===== src/rtl/kpa_ram.sv =====
module kpa_ram #(
    parameter int WIDTH = 8,
    parameter int DEPTH = 64
) (
    input  logic                     i_clk,
    input  logic                     i_we,
    input  logic [$clog2(DEPTH)-1:0] i_waddr,
    input  logic [WIDTH-1:0]         i_wdata,
    input  logic [$clog2(DEPTH)-1:0] i_raddr,
    output logic [WIDTH-1:0]         o_rdata
);

    logic [WIDTH-1:0] r_mem [DEPTH];
    logic [WIDTH-1:0] r_rdata;

    always_ff @(posedge i_clk) begin
        if (i_we) begin
            r_mem[i_waddr] <= i_wdata;
        end
        r_rdata <= r_mem[i_raddr];
    end

    assign o_rdata = r_rdata;

endmodule


===== config.mk =====
export PLATFORM = sky130hd
export DESIGN_NAME = kpa_ram
export DESIGN_NICKNAME = d
export VERILOG_FILES = /design/src/rtl/kpa_ram.sv
export SDC_FILE = /design/constraint.sdc
export NUM_CORES = 1
export LEC_CHECK = 0
export ABC_CLOCK_PERIOD_IN_PS = 5000
export BUFFER_PORTS_ARGS = -buffer_cell sky130_fd_sc_hd__buf_2
export CAP_MARGIN = 20
export CORE_MARGIN = 10
export CORE_UTILIZATION = 66
export CTS_CLUSTER_DIAMETER = 100
export DETAILED_ROUTE_END_ITERATION = 12
export PLACE_DENSITY_LB_ADDON = 0.25
export SYNTH_ARGS = -nofsm -noshare
export SYNTH_HDL_FRONTEND = slang
export SYNTH_SLANG_ARGS = --single-unit

===== constraint.sdc =====
create_clock -name i_clk -period 5 [get_ports i_clk]
set_input_delay 1 -clock i_clk [delete_from_list [all_inputs] [get_ports i_clk]]
set_output_delay 1 -clock i_clk [all_outputs]
set_load 0.01 [all_outputs]

[After elaboration in Yosys (flattened, before gate mapping)]
Memories as Yosys holds them, arrays and structs flattened. A register that Yosys moved wholly into a read port is not among the register bits.
Index checks and enable logic that the tools add are counted.
Cells by class
  add/sub/neg operators: 0
  $mul: 0
  div/mod/pow operators: 0
  order comparisons: 0
  equal/unequal tests: 0
  shift operators: 0
  muxes and demuxes: 2
  bitwise operators: 0
  reductions and logical operators: 0
Operators by type and width (number)
  1-bit two-way mux: 2
Word-level totals
  bits in registers: 0
  bits in latches: 0
  RAM bits: 512
  memory bits (read-only): 0
  input port bits: 22
  output and inout bits: 8
  logic and storage cells: 3
  memories: 1
Memory list
  r_mem: depth 64, width 8, read ports 1, clocked after memory_dff 1, wr ports 1, line 13  | logic [WIDTH-1:0] r_mem [DEPTH];

[Depth between registers and ports, before layout]
  word-level depth: 2
  mapped depth: 9
  gate-level depth less buffers: 5

[Worst setup path after synthesis]
Ideal clock, no wire load.
  path kind: in2reg
  from: input i_raddr[1]
  to: register r_rdata[3] (netlist: o_rdata[3]), read port of r_mem
  library setup time: 0.128 ns
  data arrival time: 2.540 ns
  required time: 4.872 ns
  slack: 2.332 ns
  cell stages on the path: 7
  path buffers: 3
  cells stage by stage: buf_4 buf_2 buf_2 mux4_2 mux4_2 o21ai_1 o41ai_1
RTL lines
  from (decl): line 9  | input logic [$clog2(DEPTH)-1:0] i_raddr,
  to (decl): line 14  | logic [WIDTH-1:0] r_rdata;

==> flow_summary.toml <==
[power]
swShare_pct = 20.7
power_frac_comb_pct = 5.1
powerDensity_nw_per_um2 = 395
seqPwrFrac_pct = 55.0
intPower_mw = 6.98
pwr-share-clk_pct = 39.9
power_switching_mw = 1.82
ir_worst_vdd_mv = 0.351
p_leak_nw = 6.96

[logic_synthesis]
yosysWarnings = 0
synth_cell_types = 40
syn-instance-count = 940
synth-seq-cells = 520
async_reset_ff_share_pct = 0
postSynthAreaPerCell_um2 = 21.5
syn_area_um2 = 20200
synth_ff_type = "edfxtp_1"
syn_nets = 962
synth-edff-count = 512
yosysSeqAreaShare_pct = 77.0

[route]
drt_iter0_drc = 1354
totalWireLength_um = 44000
dr.pass1.iters = 5
num_vias = 9901
drt-vias-per-instance = 6.94
drc = 0
postRouteAntennaNets = 0
post_drt_wl_per_cell_um = 30.9

[clock_network]
cts_sinks = 520
postCtsHoldBufs = 0
cts_resized = 0
cts_post_setup_buffers_inserted = 0
cts_tree = "done"
clockRootBuffer = "clkbuf_16"
clk_pin_slew_ps = 60
clockBufferDepth = 3
htree_levels = 2
clk_latency_ps = 570
cts-buffers-inserted = 49

[global_routing]
track_usage_pct = 23.2
grt-ovfl-total = 0
antenna_found_initial = 6
grt_pass1_vias = 9966
grt_pass1_wl_um = 66300
grt_max_degree = 80

[worst_hold_path]
hold_class = "in -> reg"
hold_depth = 1

[floorplan]
num_rows = 63
pin_count = 30
die_height_um = 195
initial_core_util_pct = 67.5
core_area_um2 = 29900
die_w_um = 195
die_area_um2 = 37900

[finish]
area_growth_syn_to_layout_pct = 10.6
layout-drive-gt1-share_pct = 25.0
layout_common_cells = "edfxtp_1 (512), mux4_2 (126), nor2_1 (83)"
layout.nets = 1016
mostFrequentLayoutCell = "edfxtp_1"
fin_area_um2 = 22300

[timing]
slew_viol_final = 0
finalSetupViolations = 0
fmax_mhz = 320
fin_crit_ps = 3120
finalHoldViolations = 0
clock_skew_ps = 15.8
worst_slew_pin_slew_ps = 1090
setup_tns_ps = 0
slew_headroom_pct = 26.9
rsz0062_at_grt = "false"
fin_crit_sh_pct = 62.4

[setup_path]
reg2reg_slack_ps = 2730
crit_chain = "clkbuf_8 -> buf_4 -> mux2_2 -> a221oi_1 -> o2bb2ai_1"
critPathMaxFanout = 79
crit_cells = 5
path_class = "in -> reg"
crit_arrival_ps = 3530
max_stage_delay_ps = 780
cp.required_ps = 5410
critPathLaunchType = "input port"
cp_num_buf_inv = 2
reg2regPathDepth = 4
cpLargestDelayFamily = "buffers and inverters"
cp_slowest_cell = "a221oi_1"
setup.worst_path.end_class = "register"

[placed_design]
gp_congestion = 0.827
io_buffers = 29
hpwlAfterDp_um = 25100
dpl_cell_area_um2 = 20600

[job]
drv_cap = 0

[run_status]
outcome = "completed"
==> synthesized netlist by cell type (all sizes together) (2+ instances only) <==
cell type | instances | area, um^2
nand4 | 2 | 12.5
mux2i | 23 | 230
a21oi | 3 | 15.0
nand3b | 3 | 22.5
o21a | 2 | 15.0
dfxtp | 8 | 160
o32ai | 2 | 17.5
a211oi | 4 | 30.0
o2111ai | 3 | 26.3
nand2 | 19 | 71.3
o221ai | 8 | 70.1
nor2b | 14 | 87.6
mux4 | 126 | 2840
o221a | 2 | 22.5
o21ai | 4 | 20.0
nand2b | 7 | 43.8
nand3 | 13 | 65.1
edfxtp | 512 | 15400
clkbuf | 17 | 63.8
nor3 | 7 | 35.0
a2111oi | 2 | 17.5
o41ai | 2 | 17.5
mux2 | 13 | 146
o2bb2ai | 3 | 26.3
a221oi | 6 | 52.6
a22oi | 3 | 22.5
buf | 34 | 253
o22ai | 8 | 50.1
nor4 | 2 | 12.5
nor2 | 83 | 312
==> power groups by stage <==
stage / clock network [mW] / registers [mW] / logic (mW)
after CTS: 3.52 / 4.84 / 0.432
after global routing: 3.69 / 4.84 / 0.473
after floorplan: 0 / 4.93 / 0.257
after detailed placement: 0 / 4.94 / 0.426
final: 3.51 / 4.84 / 0.445
after global placement: 0 / 4.93 / 0.418
==> through the flow <==
step | utilization, % | total power [mW] | setup slack, ps | hold WS (ps) | std cells
floorplan | - | 5.19 | 2330 | 718 | 940
global placement | 69.1 | 5.35 | 1230 | 786 | 1326
global route | 74.6 | 9.00 | 1650 | 787 | 1424
detailed placement | 69.1 | 5.36 | 1160 | 807 | 1326
finish | 74.6 | 8.80 | 1880 | 779 | 1426
CTS | 74.1 | 8.80 | 1790 | 870 | 1416
==> area by class of cell <==
cell class,instances,area [um^2]
Clock inverter,23,159
Sequential cell,520,15500
Clock buffer,67,1350
Antenna cell,3,7.51
Timing Repair Buffer,54,447
Tap cell,390,488
Fill cell,1559,7580
Multi-Input combinational cell,369,4320
==> worst register-to-register path: stages, from the launching register on <==
cell and delay [ps]:
edfxtp_1 370, mux4_2 500, mux2_2 300, a221oi_1 780
o2bb2ai_1 170
==> kinds of logic (layout without fill, tap and decap cells) <==
kind of cell	Yosys count	after routing	share of synthesized area, %
muxes	162	162	15.9
DFF	520	520	77.0
and+or+nand+nor	153	153	3.39
AOI/OAI and AO/OA	54	54	2.07
other	0	3	0
buffers and inverters	51	144	1.57
==> registers in the layout, indices dropped and copies added, names as in the netlist <==
signal / flops
r_mem: 512
o_rdata: 8
==> final timing paths <==
| check | to | start |
|---|---|---|
| max | o_rdata[0]$_DFF_P_ | i_raddr[0] |
| min reg2reg | o_rdata[1]$_DFF_P_ | r_mem[22][1]$_DFFE_PP_ |
| min | r_mem[56][4]$_DFFE_PP_ | i_wdata[4] |
| max reg2reg | o_rdata[0]$_DFF_P_ | r_mem[47][0]$_DFFE_PP_ |
==> metal layers <==
metal  wire length (um)  global-route usage (%)
met4               1070                    6.59
met1              16400                    32.8
met5                 39                       0
met2              21700                    36.3
met3               4840                    5.06
No activity file was read; power rests on OpenSTA's default activity.
