$ cat src/rtl/kpa_pkg.sv
package kpa_pkg;

    localparam int APB_ADDR_W = 3;
    localparam int APB_DATA_W = 32;

    localparam logic [APB_ADDR_W-3:0] REG_KEYS_IN_USE = '0;

    typedef enum logic [2:0] {
        ACT_ALLOC = 3'd0,
        ACT_FREE  = 3'd1,
        ACT_SET   = 3'd2,
        ACT_GET   = 3'd3,
        ACT_CHECK = 3'd4
    } t_action;

    typedef enum logic [1:0] {
        STS_OK       = 2'd0,
        STS_NO_SLOT  = 2'd1,
        STS_BAD_SLOT = 2'd2,
        STS_BAD_KEY  = 2'd3
    } t_status;

endpackage

$ cat src/rtl/kpa_cfg.sv
module kpa_cfg #(
    parameter int KIU_W = 7
) (
    input  logic                            i_clk,
    input  logic                            i_rst_n,
    input  logic                            psel,
    input  logic                            penable,
    input  logic                            pwrite,
    input  logic [kpa_pkg::APB_ADDR_W-1:0]  paddr,
    input  logic [kpa_pkg::APB_DATA_W-1:0]  pwdata,
    output logic [kpa_pkg::APB_DATA_W-1:0]  prdata,
    output logic                            pready,
    output logic [KIU_W-1:0]                o_keys_in_use
);

    import kpa_pkg::*;

    logic [KIU_W-1:0] r_keys_in_use;
    logic             sel_keys;

    assign sel_keys = (paddr[APB_ADDR_W-1:2] == REG_KEYS_IN_USE);
    assign pready   = 1'b1;

    always_ff @(posedge i_clk) begin
        if (!i_rst_n) begin
            r_keys_in_use <= '0;
        end else if (psel && penable && pwrite && pready && sel_keys) begin
            r_keys_in_use <= pwdata[KIU_W-1:0];
        end
    end

    assign prdata        = sel_keys ? APB_DATA_W'(r_keys_in_use) : '0;
    assign o_keys_in_use = r_keys_in_use;

endmodule

$ cat config.mk
export PLATFORM = sky130hd
export DESIGN_NAME = kpa_cfg
export DESIGN_NICKNAME = d
export VERILOG_FILES = /design/src/rtl/kpa_pkg.sv /design/src/rtl/kpa_cfg.sv
export SDC_FILE = /design/constraint.sdc
export NUM_CORES = 1
export LEC_CHECK = 0
export ABC_AREA = 0
export BUFFER_PORTS_ARGS = -buffer_cell sky130_fd_sc_hd__buf_2
export CAP_MARGIN = 30
export CELL_PAD_IN_SITES_DETAIL_PLACEMENT = 2
export CELL_PAD_IN_SITES_GLOBAL_PLACEMENT = 2
export CORE_UTILIZATION = 12
export DETAILED_ROUTE_END_ITERATION = 12
export PLACE_DENSITY = 0.75
export RECOVER_POWER = 50
export SYNTH_ARGS = -nofsm -noshare
export SYNTH_HDL_FRONTEND = slang
export SYNTH_SLANG_ARGS = --single-unit
$ cat constraint.sdc
create_clock -name i_clk -period 0.8 [get_ports i_clk]
set_clock_uncertainty 0.05 [all_clocks]
set_input_delay 0.08 -clock i_clk [delete_from_list [all_inputs] [get_ports i_clk]]
set_output_delay 0.08 -clock i_clk [all_outputs]
set_load 0.005 [all_outputs]
== Word level (Yosys, flattened, before mapping) ==
Index checks and enable logic that the tools add are counted.
Storage, ports and cells
  word-level logic and storage cells: 6
  register bits: 7
Operators by class
  reductions and logical operators: 3
  mux-type cells: 1
  bitwise gates (word level): 1
Operators by type and width (count)
  $mux W7: 1
  $logic_and A1 B1 Y1: 3
  $not A1 Y1: 1

== Logic depth before layout (Yosys ltp) ==
  depth after elaboration: 3
  mapped depth: 3
  depth with buffers taken out: 2

== Least setup slack after synthesis ==
OpenSTA, ideal clock, no wires.
  kind: input to register
  start: in paddr[2] (netlist bit)
  end: reg r_keys_in_use[0], in the netlist o_keys_in_use[0]
  path slack: 70 ps
  arrival time: 608 ps
  data required time: 678 ps
  stages on the path: 3
  path through: and4b_1 -> buf_6 -> mux2i_1
Between the ends
  longest elaborated chain between the ends: 2
Ends and longest elaborated chain
  start: declaration: RTL line kpa_cfg.sv:9  | input logic [kpa_pkg::APB_ADDR_W-1:0] paddr,
  $not A1 Y1: RTL line kpa_cfg.sv:21  | assign sel_keys = (paddr[APB_ADDR_W-1:2] == REG_KEYS_IN_USE);
  $logic_and A1 B1 Y1: RTL line kpa_cfg.sv:27  | end else if (psel && penable && pwrite && pready && sel_keys) begin
  end signal: assignment: RTL line kpa_cfg.sv:28  | r_keys_in_use <= pwdata[KIU_W-1:0];
  end: declaration: RTL line kpa_cfg.sv:18  | logic [KIU_W-1:0] r_keys_in_use;
No other way between the ends.
A chain may end at the register's enable or synchronous reset.

== Final worst setup path ==
  start: reg r_keys_in_use[3], in the netlist o_keys_in_use[3]
  end: out prdata[3] (netlist bit)
Between the ends
  longest elaborated chain between the ends: 1
Ends and longest elaborated chain
  $mux W7: RTL line kpa_cfg.sv:32  | assign prdata = sel_keys ? APB_DATA_W'(r_keys_in_use) : '0;
  end: declaration: RTL line kpa_cfg.sv:11  | output logic [kpa_pkg::APB_DATA_W-1:0] prdata,
No other way between the ends.

==> summary.md <==
| Metric | Value |
|---|---|
| Status | finished, violations left |
| Failing checks | setup timing |
| Pin count of the biggest net entering global routing | 15 |
| RePlAce Congestion | 0.718 |
| Drt total wl | between 1000 and 1500 µm |
| PortBufs | 26 |
| Largest family of logic cells by synthesized area | buffers and inverters |
| Hold EP | o_keys_in_use[0] |
| Synth area leaders | buf_4 35%, dfxtp_1 25%, mux2i_1 13% |
| Clk root buf | clkbuf_8 |
| Hold Slack | approximately 51 ps |
| Worst-Skew Late Latency | 230 ps |
| GRT overflow | 0 |
| Routing usage on met2 | 0.0855 |
| Sw Ratio | 0.234 |
| Maximum clock rate | 1030 MHz |
| # H-tree levels | 1 |
| Worst reg2reg path depth | 4 |
| Yosys top cell area share | 0.354 |
| Vias in the first global route | 476 |
| Worst setup margin | -175 ps |
| Share of post-route cells with drive strength above 1 | 0.538 |
| CP Launch Type | flop |
| Fin area | between 800 and 900 µm² |
| Clock-pin slew on the worst setup and hold paths | around 40 ps |
| Critical Path RT | around 670 ps |
| Via count | about 480 |
| CTS Sinks | 7 |
| Avg WL per Cell | between 9 and 10 µm |
| Iter 0 DRT Violations | 5 |
| First-pass GRT wire length | 2230 µm |
| CP endpoint kind | output pin |
| Synth Area in Simple Gates | 0.224 |
| Deepest clock path buffer count | 2 |
| Initial Util | 0.126 |
| Min-Delay Startpoint | pwdata[0] |
| R2r startpoint | o_keys_in_use[6] |
| Synthesized area per cell | ~8.4 µm² |
| Synth area leader | buf_4 |
| Part of the power in registers | 0.355 |
| CTS buffer count | 3 |
| Data arrival, critical path | approximately 840 ps |
| Cells after Synth | 66 |
| Hold WC Path Type | in -> reg |
| Post-synthesis to final-layout area growth | 59.2% |
| Nets | 145 |
| Worst VDD drop | 0.383 mV |
| Antenna diodes | 0 |
| # hold bufs at CTS | 0 |
| Final slew viol count | 0 |
| Leak | between 0.4 and 0.5 nW |
| Xor-xnor portion of the synthesized cell area | 0 |
| Placed instance area | 669 µm² |
| TritonCTS clock tree | built |
| Setup violators final | 14 |
| Core area | 4380 µm² |
| Total number of yosys warnings | 0 |
| Setup CP Type | reg -> out |
| Overall Global Routing Usage | 0.0613 |
| Post-synthesis cell type count | 9 |
| Die Width | between 60 and 70 µm |
| Adder-cell area share of the yosys netlist | 0 |
| Busiest grt layer | met2 |
| PD cells | around 1200 nW/µm² |
| RSZ-0062 raised after global routing | yes |
| FP Rows | 24 |
| Flip-flop count of the largest register after layout | 7 |
| Mapped Area | approximately 550 µm² |
| Max Cap Violations | 0 |
| DIE HEIGHT | 69.8 µm |
| Flops & latches, synth | 7 |
| Initial antenna violation count | 0 |
| Flop-to-flop setup slack | 10 ps |
| Pre-antenna DRT Iters | 2 |
| # fillers | roughly 540 |
| Final Cycle Share | 1.22 |
| Met3 GRT Util | 0.0407 |
| Post-DP HPWL | 1110 µm |
| Util after Layout | 0.200 |
| CP Max Fanout | 2 |
| Number of top-level pins | 80 |
| Antenna violation net count after detailed routing | 0 |
| Area of the die | slightly below 5000 µm² |
| Register area share after synthesis | 0.254 |
| Proportion of synthesized area in mux cells | 0.127 |
| Reg-to-Reg End | o_keys_in_use[6] |
| Clk network pwr share | 0.483 |
| Via density | 3.09 |
| Grt met1 use | 0.0750 |
| Tmin final | slightly below 1000 ps |
| Combinational fraction of design power | 0.162 |
| Worst hold stages | 3 |
| Sw Pwr | between 0.0002 and 0.00025 W |
| Synth Area in Compound Gates | 0 |
| Int Power | 0.000786 W |
| DRC violations left | 0 |
| Fin. Hold Viols | 0 |
area by class of cell:
cell class / count / area [µm²] / share of cell area
clock buffer: 4 / 45.0 / 0.0513
multi-input combinational: 55 / 299 / 0.340
sequential: 7 / 146 / 0.167
tap: 52 / 65.1 / 0.0741
timing repair buffer: 38 / 323 / 0.368
per-stage QoR:
step,instances,total power [W],worst slack (ps),TNS (ps)
6_report,156,0.00103,-175,-1800
5_1_grt,156,0.00109,-206,-2310
3_5_place_dp,144,0.000499,-121,-776
3_3_place_gp,144,0.000497,-99.2,-671
2_1_floorplan,90,0.000526,69.9,0
4_1_cts,155,0.00104,-178,-1970
metal layers:
layer  vias up  wire length (µm)
li1        227                 -
met1       218               673
met2        37               625
met3         0               174
met4         0                 0
met5         -                 0
cell families after synthesis:
kind of cell  Yosys count
mux                     7
flops                   7
buf+inv                28
simple gates           22
other cells             2
cells in the final DEF (no fill, tap or decap), drive strengths merged:
master  instances
and4b           1
nand2          14
conb           26
dfxtp           7
mux2i           7
buf            38
and2b           7
clkbuf          4
critical path, cell delays in order, from the launching register on:
cell	delay [ps]
dfxtp_2	320
and2b_2	190
buf_6	110
synth_stat cells (all sizes together):
master and instances:
clkbuf 1, and4b 1, mux2i 7, buf 27, nand2 14, dfxtp 7, and2b 7, conb 2
power groups by stage:
stage	sequential [W]	combinational, W	clock [W]
4_1_cts	0.000364	0.000156	0.000518
3_3_place_gp	0.000369	0.000128	0
6_report	0.000364	0.000166	0.000495
2_1_floorplan	0.000369	0.000157	0
3_5_place_dp	0.000369	0.000130	0
5_1_grt	0.000365	0.000184	0.000540
how the worst max path moves through the flow:
stage | startpoint | end | depth (start not counted)
2_1_floorplan | paddr[2] | o_keys_in_use[0] | 3
3_3_place_gp | paddr[2] | o_keys_in_use[5] | 4
3_5_place_dp | paddr[2] | o_keys_in_use[5] | 4
4_1_cts | o_keys_in_use[5] | prdata[5] | 2
5_1_grt | o_keys_in_use[4] | prdata[4] | 2
6_report | o_keys_in_use[3] | prdata[3] | 2
repair_timing:
| action | CTS | global route |
|---|---|---|
| buffers inserted | 7 | 1 |
| setup endpoints to repair | 14 | 16 |
| gates cloned | 0 | 0 |
| pin swaps | 0 | 0 |
| resized for setup | 19 | 9 |
Power figures use the tool's default switching activity.
